**src/hdl/tesq_pkg.sv**
```systemverilog
// Shared types and constants of the timed event schedule queue.
package tesq_pkg;

  localparam int unsigned CAPACITY = 16;
  localparam int unsigned CNT_W    = $clog2(CAPACITY + 1);
  localparam int unsigned TIME_W   = 32;
  localparam int unsigned RANK_W   = 16;
  localparam int unsigned HNDL_W   = 8;
  localparam int unsigned IN_DW    = 56;
  localparam int unsigned OUT_DW   = 80;

  typedef enum logic [2:0] {
    ST_ADDED   = 3'd0,
    ST_FULL    = 3'd1,
    ST_DUE     = 3'd2,
    ST_EMPTY   = 3'd3,
    ST_NONEDUE = 3'd4
  } status_e;

  typedef enum logic {
    REQ_ADD  = 1'b0,
    REQ_STEP = 1'b1
  } req_e;

  typedef enum logic {
    FSM_IDLE = 1'b0,
    FSM_EXEC = 1'b1
  } fsm_e;

  typedef struct packed {
    logic    load;
    logic    insert;
    logic    pop;
    logic    emit;
    status_e code;
    logic    last;
  } ctrl_cmd_t;

  typedef struct packed {
    req_e req;
    logic empty;
    logic full;
    logic head_due;
    logic next_due;
    logic out_free;
  } dp_stat_t;

endpackage

```
**src/hdl/tesq_datapath.sv**
```systemverilog
// Sorted cell row, request register and result register of the queue.
module tesq_datapath (
  input  logic                        clk_i,
  input  logic                        rst_ni,
  input  tesq_pkg::ctrl_cmd_t         cmd_i,
  output tesq_pkg::dp_stat_t          stat_o,
  input  logic                        req_type_i,
  input  logic [tesq_pkg::IN_DW-1:0]  req_data_i,
  output logic                        out_valid_o,
  input  logic                        out_ready_i,
  output logic [2:0]                  out_status_o,
  output logic                        out_last_o,
  output logic [tesq_pkg::OUT_DW-1:0] out_data_o
);
  import tesq_pkg::*;

  // request register
  req_e              req_q;
  logic [TIME_W-1:0] tv_q;
  logic [RANK_W-1:0] rk_q;
  logic [HNDL_W-1:0] hd_q;

  // cell row
  logic [TIME_W-1:0] time_q [CAPACITY];
  logic [TIME_W-1:0] time_d [CAPACITY];
  logic [RANK_W-1:0] rank_q [CAPACITY];
  logic [RANK_W-1:0] rank_d [CAPACITY];
  logic [HNDL_W-1:0] hndl_q [CAPACITY];
  logic [HNDL_W-1:0] hndl_d [CAPACITY];
  logic [CNT_W-1:0]  count_q, count_d;
  logic [CAPACITY-1:0] le;

  // result register
  logic              ovalid_q;
  status_e           ostat_q;
  logic              olast_q;
  logic [HNDL_W-1:0] ohndl_q;
  logic [TIME_W-1:0] otime_q;
  logic              ohas_q;
  logic [TIME_W-1:0] onext_q;
  logic [HNDL_W-1:0] ohndl_d;
  logic [TIME_W-1:0] otime_d;
  logic              ohas_d;
  logic [TIME_W-1:0] onext_d;

  always_comb begin
    for (int i = 0; i < CAPACITY; i++) begin
      le[i] = (count_q > CNT_W'(i)) && ({time_q[i], rank_q[i]} <= {tv_q, rk_q});
    end
  end

  always_comb begin
    for (int i = 0; i < CAPACITY; i++) begin
      time_d[i] = time_q[i];
      rank_d[i] = rank_q[i];
      hndl_d[i] = hndl_q[i];
      if (cmd_i.insert) begin
        if (!le[i]) begin
          if (i == 0 || le[(i == 0) ? 0 : i - 1]) begin
            time_d[i] = tv_q;
            rank_d[i] = rk_q;
            hndl_d[i] = hd_q;
          end else begin
            time_d[i] = time_q[(i == 0) ? 0 : i - 1];
            rank_d[i] = rank_q[(i == 0) ? 0 : i - 1];
            hndl_d[i] = hndl_q[(i == 0) ? 0 : i - 1];
          end
        end
      end else if (cmd_i.pop && i < CAPACITY - 1) begin
        time_d[i] = time_q[(i < CAPACITY - 1) ? i + 1 : i];
        rank_d[i] = rank_q[(i < CAPACITY - 1) ? i + 1 : i];
        hndl_d[i] = hndl_q[(i < CAPACITY - 1) ? i + 1 : i];
      end
    end
  end

  always_comb begin
    count_d = count_q;
    if (cmd_i.insert) begin
      count_d = count_q + CNT_W'(1);
    end else if (cmd_i.pop) begin
      count_d = count_q - CNT_W'(1);
    end
  end

  always_ff @(posedge clk_i) begin
    if (cmd_i.load) begin
      req_q <= req_e'(req_type_i);
      tv_q  <= req_data_i[TIME_W-1:0];
      rk_q  <= req_data_i[TIME_W +: RANK_W];
      hd_q  <= req_data_i[TIME_W+RANK_W +: HNDL_W];
    end
    for (int i = 0; i < CAPACITY; i++) begin
      time_q[i] <= time_d[i];
      rank_q[i] <= rank_d[i];
      hndl_q[i] <= hndl_d[i];
    end
  end

  always_ff @(posedge clk_i or negedge rst_ni) begin
    if (!rst_ni) begin
      count_q <= '0;
    end else begin
      count_q <= count_d;
    end
  end

  // result fields
  always_comb begin
    ohndl_d = '0;
    otime_d = '0;
    ohas_d  = 1'b1;
    onext_d = time_q[0];
    case (cmd_i.code)
      ST_ADDED: begin
        if (!le[0]) begin
          onext_d = tv_q;
        end
      end
      ST_DUE: begin
        ohndl_d = hndl_q[0];
        otime_d = time_q[0];
        ohas_d  = count_q > CNT_W'(1);
        onext_d = ohas_d ? time_q[1] : '0;
      end
      ST_EMPTY: begin
        ohas_d  = 1'b0;
        onext_d = '0;
      end
      default: begin
      end
    endcase
  end

  always_ff @(posedge clk_i or negedge rst_ni) begin
    if (!rst_ni) begin
      ovalid_q <= 1'b0;
    end else if (cmd_i.emit) begin
      ovalid_q <= 1'b1;
    end else if (out_ready_i) begin
      ovalid_q <= 1'b0;
    end
  end

  always_ff @(posedge clk_i) begin
    if (cmd_i.emit) begin
      ostat_q <= cmd_i.code;
      olast_q <= cmd_i.last;
      ohndl_q <= ohndl_d;
      otime_q <= otime_d;
      ohas_q  <= ohas_d;
      onext_q <= onext_d;
    end
  end

  assign stat_o.req      = req_q;
  assign stat_o.empty    = (count_q == '0);
  assign stat_o.full     = (count_q >= CNT_W'(CAPACITY));
  assign stat_o.head_due = (count_q > CNT_W'(0)) && (time_q[0] <= tv_q);
  assign stat_o.next_due = (count_q > CNT_W'(1)) && (time_q[1] <= tv_q);
  assign stat_o.out_free = !ovalid_q || out_ready_i;

  assign out_valid_o  = ovalid_q;
  assign out_status_o = ostat_q;
  assign out_last_o   = olast_q;
  assign out_data_o   = {7'd0, onext_q, ohas_q, otime_q, ohndl_q};

endmodule

```
**src/hdl/tesq_ctrl.sv**
```systemverilog
// Controller state machine that sequences adds and releases of the queue.
module tesq_ctrl (
  input  logic                clk_i,
  input  logic                rst_ni,
  input  logic                in_valid_i,
  output logic                in_ready_o,
  input  tesq_pkg::dp_stat_t  stat_i,
  output tesq_pkg::ctrl_cmd_t cmd_o
);
  import tesq_pkg::*;

  fsm_e state_q, state_d;

  always_ff @(posedge clk_i or negedge rst_ni) begin
    if (!rst_ni) begin
      state_q <= FSM_IDLE;
    end else begin
      state_q <= state_d;
    end
  end

  // next state
  always_comb begin
    state_d = state_q;
    case (state_q)
      FSM_IDLE: begin
        if (in_valid_i) begin
          state_d = FSM_EXEC;
        end
      end
      FSM_EXEC: begin
        if (stat_i.out_free) begin
          if (stat_i.req == REQ_ADD || stat_i.empty || !stat_i.head_due ||
              !stat_i.next_due) begin
            state_d = FSM_IDLE;
          end
        end
      end
      default: state_d = FSM_IDLE;
    endcase
  end

  // outputs
  always_comb begin
    in_ready_o  = 1'b0;
    cmd_o       = '0;
    cmd_o.code  = ST_ADDED;
    case (state_q)
      FSM_IDLE: begin
        in_ready_o = 1'b1;
        cmd_o.load = in_valid_i;
      end
      FSM_EXEC: begin
        if (stat_i.out_free) begin
          cmd_o.emit = 1'b1;
          cmd_o.last = 1'b1;
          if (stat_i.req == REQ_ADD) begin
            if (stat_i.full) begin
              cmd_o.code = ST_FULL;
            end else begin
              cmd_o.code   = ST_ADDED;
              cmd_o.insert = 1'b1;
            end
          end else if (stat_i.empty) begin
            cmd_o.code = ST_EMPTY;
          end else if (!stat_i.head_due) begin
            cmd_o.code = ST_NONEDUE;
          end else begin
            cmd_o.code = ST_DUE;
            cmd_o.pop  = 1'b1;
            cmd_o.last = !stat_i.next_due;
          end
        end
      end
      default: begin
      end
    endcase
  end

endmodule

```
**src/hdl/timed_event_schedule_queue.sv**
```systemverilog
// Top level of the timed event schedule queue: stream ports, controller and datapath.
//
// Holds up to CAPACITY (16) entries sorted by due time, then by rank, equal keys in
// the order they were added, in a row of shifting cells. Each input transaction is
// an add (tuser 0) or a step to a current time (tuser 1). An add first takes the
// transaction into the request register; then every cell compares its key with the
// new one in parallel and the row shifts to open the slot. A step first captures
// the request, then releases entries one by one: the head cell is compared with the
// current time and popped, the row shifting up by one per released entry, until the
// next entry is not due; a step that only reports an empty store or nothing due
// releases nothing. Results pass through one output register; the next request is
// taken while the last result still waits on the master side, and a stall there
// holds the release sequence. Add to a full store drops the entry and reports
// status 1. The last result caused by a request carries tlast. No clearing pass is
// needed after reset: the fill count alone marks the cells that hold entries.
module timed_event_schedule_queue (
  input  logic                        clk_i,
  input  logic                        rst_ni,
  input  logic                        s_axis_tvalid_i,
  output logic                        s_axis_tready_o,
  // [31:0] time_value, [47:32] order_rank, [55:48] entry_handle
  input  logic [tesq_pkg::IN_DW-1:0]  s_axis_tdata_i,
  // [0] req_type
  input  logic                        s_axis_tuser_i,
  output logic                        m_axis_tvalid_o,
  input  logic                        m_axis_tready_i,
  // [7:0] out_handle, [39:8] out_time, [40] has_next, [72:41] next_time, [79:73] zero
  output logic [tesq_pkg::OUT_DW-1:0] m_axis_tdata_o,
  // [2:0] status
  output logic [2:0]                  m_axis_tuser_o,
  // last_flag
  output logic                        m_axis_tlast_o
);
  import tesq_pkg::*;

  ctrl_cmd_t cmd;
  dp_stat_t  stat;

  // sequence each request: capture, then insert or release head by head
  tesq_ctrl u_ctrl (
    .clk_i      (clk_i),
    .rst_ni     (rst_ni),
    .in_valid_i (s_axis_tvalid_i),
    .in_ready_o (s_axis_tready_o),
    .stat_i     (stat),
    .cmd_o      (cmd)
  );

  // cell row, request register and output register
  tesq_datapath u_datapath (
    .clk_i        (clk_i),
    .rst_ni       (rst_ni),
    .cmd_i        (cmd),
    .stat_o       (stat),
    .req_type_i   (s_axis_tuser_i),
    .req_data_i   (s_axis_tdata_i),
    .out_valid_o  (m_axis_tvalid_o),
    .out_ready_i  (m_axis_tready_i),
    .out_status_o (m_axis_tuser_o),
    .out_last_o   (m_axis_tlast_o),
    .out_data_o   (m_axis_tdata_o)
  );

endmodule
```
**config.mk**
```make
export PLATFORM = sky130hd
export DESIGN_NAME = timed_event_schedule_queue
export DESIGN_NICKNAME = d
export VERILOG_FILES = /design/src/hdl/tesq_pkg.sv /design/src/hdl/tesq_datapath.sv /design/src/hdl/tesq_ctrl.sv /design/src/hdl/timed_event_schedule_queue.sv
export SDC_FILE = /design/constraint.sdc
export NUM_CORES = 2
export LEC_CHECK = 0
export CORE_MARGIN = 1.5
export CORE_UTILIZATION = 50
export DETAILED_ROUTE_END_ITERATION = 10
export DONT_BUFFER_PORTS = 1
export PLACE_DENSITY = 0.65
export RECOVER_POWER = 25
export SETUP_SLACK_MARGIN = 0.3
export SYNTH_ARGS = -nofsm -noshare
export SYNTH_HDL_FRONTEND = slang
export SYNTH_SLANG_ARGS = --single-unit
```
**constraint.sdc**
```tcl
create_clock -name clk_i -period 10.01 [get_ports clk_i]
set_input_delay 1.5015 -clock clk_i [delete_from_list [all_inputs] [get_ports clk_i]]
set_output_delay 1.5015 -clock clk_i [all_outputs]
set_load 0.05 [all_outputs]
```
==> flow_summary.toml <==
[status]
status = "finished, violations left"
violations = "max-capacitance violations, max-slew violations"

[synthesis]
yosysWarnings = 0
ys_seq_elements = 1037
synth_top_area_share_pct = 41.9
syn_area_per_cell_um2 = 9.98
ys_seq_area_share_pct = 42.2
netlist_instances = 7390
ys_types = 67
synth-edff-count = 1030
synth-main-ff-cell = "edfxtp_1"
yosys-top-cells-area = "edfxtp_1, ha_1, nand2_1"
ys_async_sr_fraction_pct = 0.675
netlist_area_mm2 = 0.0737
synth.largest_area_cell = "edfxtp_1"

[setup_path]
critPathKind = "in2reg"
r2r-end = "u_datapath.time_q[0][107]"
path_cells = "nand2b_1 -> nand2_1 -> nor3_1 -> clkbuf_1 -> clkbuf_1 -> nand2_2 -> buf_4 -> nor3_1 -> a221oi_1"
crit_family = "buffers and inverters"
path_max_fanout = 61
crit_path_end_kind = "flop"
rr_startpoint = "u_datapath.tv_q[9]"
rr_worst_depth = 11
start_kind = "primary input"
cpPeakStageDelay_ns = 2.62
crit_buf_inv = 3
arrival_ns = 9.16
crit_required_ns = 10.50
cpMaxStageDelayCell = "clkbuf_1"
r2r_slack_ns = 1.40

[routing]
wl_per_cell_um = 33.9
ant_nets = 0
drt_iter0_drc = 10100
first_pass_iters = 8
drc = 0
avgViaCountPerCell = 7.28
wirelength_mm = 306
num_vias = 65800

[clock_network]
clockRootBuffer = "clkbuf_16"
cts_sinks = 1037
h-tree-depth = 4
path_clk_slew_ns = 0.06
post_cts_buffers = 0
postCtsResizedCells = 0
hold_buffers = 0
cts_tree = "built"
clk_path_buf_depth = 3
numCtsBuffers = 130
clock_latency_ns = 0.80

[floorplan]
io_pins = 147
die-area_mm2 = 0.150
die_h_um = 387
start_util_pct = 50.5
fp-row-count = 140
core-area_mm2 = 0.146
dieWidth_um = 387

[timing]
fmax_ghz = 0.115
period_share_pct = 86.6
timing.setup.tns_ns = 0
slew_viol_final = 1165
worstMarginPinSlew_ns = 4.99
hold_slack_ns = 0.405
setup_viol = 0
rsz0062_at_grt = "no"
fin_skew_ns = 0.0319
slew_headroom_pct = -233
period_needed_ns = 8.67
finalHoldViolCount = 0

[finish]
fin_cells = 9046
drive_gt1_share_pct = 7.16
syn_to_final_growth_pct = 7.00
fillers = 12900
finish.utilization_pct = 54.0
final_nets = 7859

[grt]
grt_pass1_wl_mm = 439
antenna_found_initial = 24
gr-total-overflow = 0
grt_start_max_net_pins = 236
grt.total_usage_pct = 39.7
grt_pass1_vias = 62000

[placed_design]
place_inst = 8807
hpwlAfterDp_mm = 201
routabilityCongestion = 1.02
io_buffer_count = 0

[hold_path]
hold_path_class = "in2async"

[power]
leakage_nw = 30.8
p_per_area_mw_per_mm2 = 328
ir_drop_v = 0.000393

[job]
cap_viol_max_count = 25
## registers in the layout, summed over array words and instances, names as in the netlist, 3 cells and up
name / flops
u_datapath.count_q: 5
u_datapath.hd_q: 8
u_datapath.hndl_q: 128
u_datapath.ohndl_q: 8
u_datapath.onext_q: 32
u_datapath.otime_q: 32
u_datapath.out_status_o: 3
u_datapath.rank_q: 256
u_datapath.rk_q: 16
u_datapath.time_q: 512
u_datapath.tv_q: 32
## report_power, final
part | leakage [nW] | switching [mW] | internal (mW)
logic | 19.2 | 8.44 | 3.71
clock network | 2.02 | 2.04 | 2.70
registers | 9.59 | 2.04 | 6.95
total | 30.8 | 12.5 | 13.4
## stage by stage
step / setup slack [ns] / cell area, um2 / total power, mW
after floorplan: 2.60 / 73800 / 15.9
after global placement: 3.08 / 74900 / 20.3
after detailed placement: 2.97 / 74900 / 20.5
after CTS: 2.95 / 79000 / 25.3
after global routing: 1.46 / 78900 / 26.7
final: 1.34 / 78900 / 25.9
## routing by layer
layer / track usage [%] / wire length (um)
met5: 0 / 98
met3: 11.4 / 38400
met2: 58.1 / 130000
met4: 21.8 / 18700
met1: 52.7 / 119000
## logic make-up (layout without fill, tap and decap cells)
group | count (synthesis) | after routing | synth area share [%]
flip-flops | 1037 | 1037 | 42.2
AO/OA/AOI/OAI | 1949 | 1949 | 18.0
other | 1 | 18 | 0.00509
adder cells (fa/ha/maj) | 775 | 775 | 13.2
buffers and inverters | 758 | 480 | 4.39
XOR/XNOR | 3 | 3 | 0.0356
multiplexers | 538 | 538 | 7.59
AND/OR/NAND/NOR | 2329 | 2329 | 14.7
## worst max path at each step
stage | startpoint | endpoint | slack, ns | cells past startpoint
after floorplan | m_axis_tready_i | u_datapath.hndl_q[0][10] | 2.60 | 8
after global routing | u_datapath.tv_q[9] | u_datapath.time_q[0][107] | 1.46 | 11
after global placement | u_datapath.tv_q[15] | u_datapath.time_q[1][28] | 3.08 | 11
after detailed placement | u_datapath.tv_q[21] | u_datapath.rank_q[1][52] | 2.97 | 10
after CTS | u_datapath.tv_q[21] | u_datapath.rank_q[1][52] | 2.95 | 10
final | m_axis_tready_i | u_datapath.time_q[1][166] | 1.34 | 9
## area by class of cell
| cell class | count | area, um2 | area share (%) |
|---|---|---|---|
| timing repair buffer | 153 | 1130 | 1.43 |
| antenna | 11 | 27.5 | 0.0349 |
| clock buffer | 161 | 3480 | 4.41 |
| multi-input combinational | 5601 | 39800 | 50.4 |
| sequential | 1037 | 31100 | 39.4 |
| clock inverter | 66 | 616 | 0.780 |
| inverter | 100 | 377 | 0.477 |
| tap | 1917 | 2400 | 3.04 |
## placed cells by master, fill, tap and decap left out, types with 98 or more instances in the layout
cell type | Yosys | final
inv_1 | 99 | 98
o21ai_0 | 361 | 402
a21oi_1 | 313 | 311
edfxtp_1 | 1030 | 1030
clkbuf_16 | 0 | 135
ha_1 | 775 | 775
nor4_1 | 246 | 243
o211ai_1 | 223 | 223
nand4_1 | 169 | 169
nand3_1 | 194 | 194
mux2_2 | 100 | 100
nand2_1 | 1046 | 1031
o221ai_1 | 161 | 161
o21ai_1 | 181 | 129
buf_4 | 27 | 130
a21o_1 | 212 | 212
a221oi_1 | 231 | 231
mux2i_1 | 370 | 370
nor2_1 | 358 | 357
## cell usage after synthesis, types with 41 or more instances
cell type,instances
a21oi_1,313
nor2_1,358
o21ai_1,181
nor4_1,246
a221o_1,41
mux2_2,100
buf_2,50
mux2_1,68
inv_1,99
nand2_1,1046
ha_1,775
mux2i_1,370
nand3_1,194
nor3_1,85
edfxtp_1,1030
a211oi_1,74
a31oi_1,52
and3_1,77
clkbuf_1,524
nand4_1,169
or3_1,64
o211ai_1,223
a21o_1,212
o221ai_1,161
o21ai_0,361
a221oi_1,231
## worst register-to-register path: stages, from the launching register on
cell,delay [ns]
edfxtp_1,0.75
inv_1,0.56
ha_1,0.48
nand4_1,0.27
or4_4,0.75
a2111oi_2,0.84
nor4_1,0.18
o21ai_4,0.17
clkbuf_1,2.29
nand2_1,0.38
nand2_4,0.69
buf_4,0.82
Power figures use the tool's default switching activity.
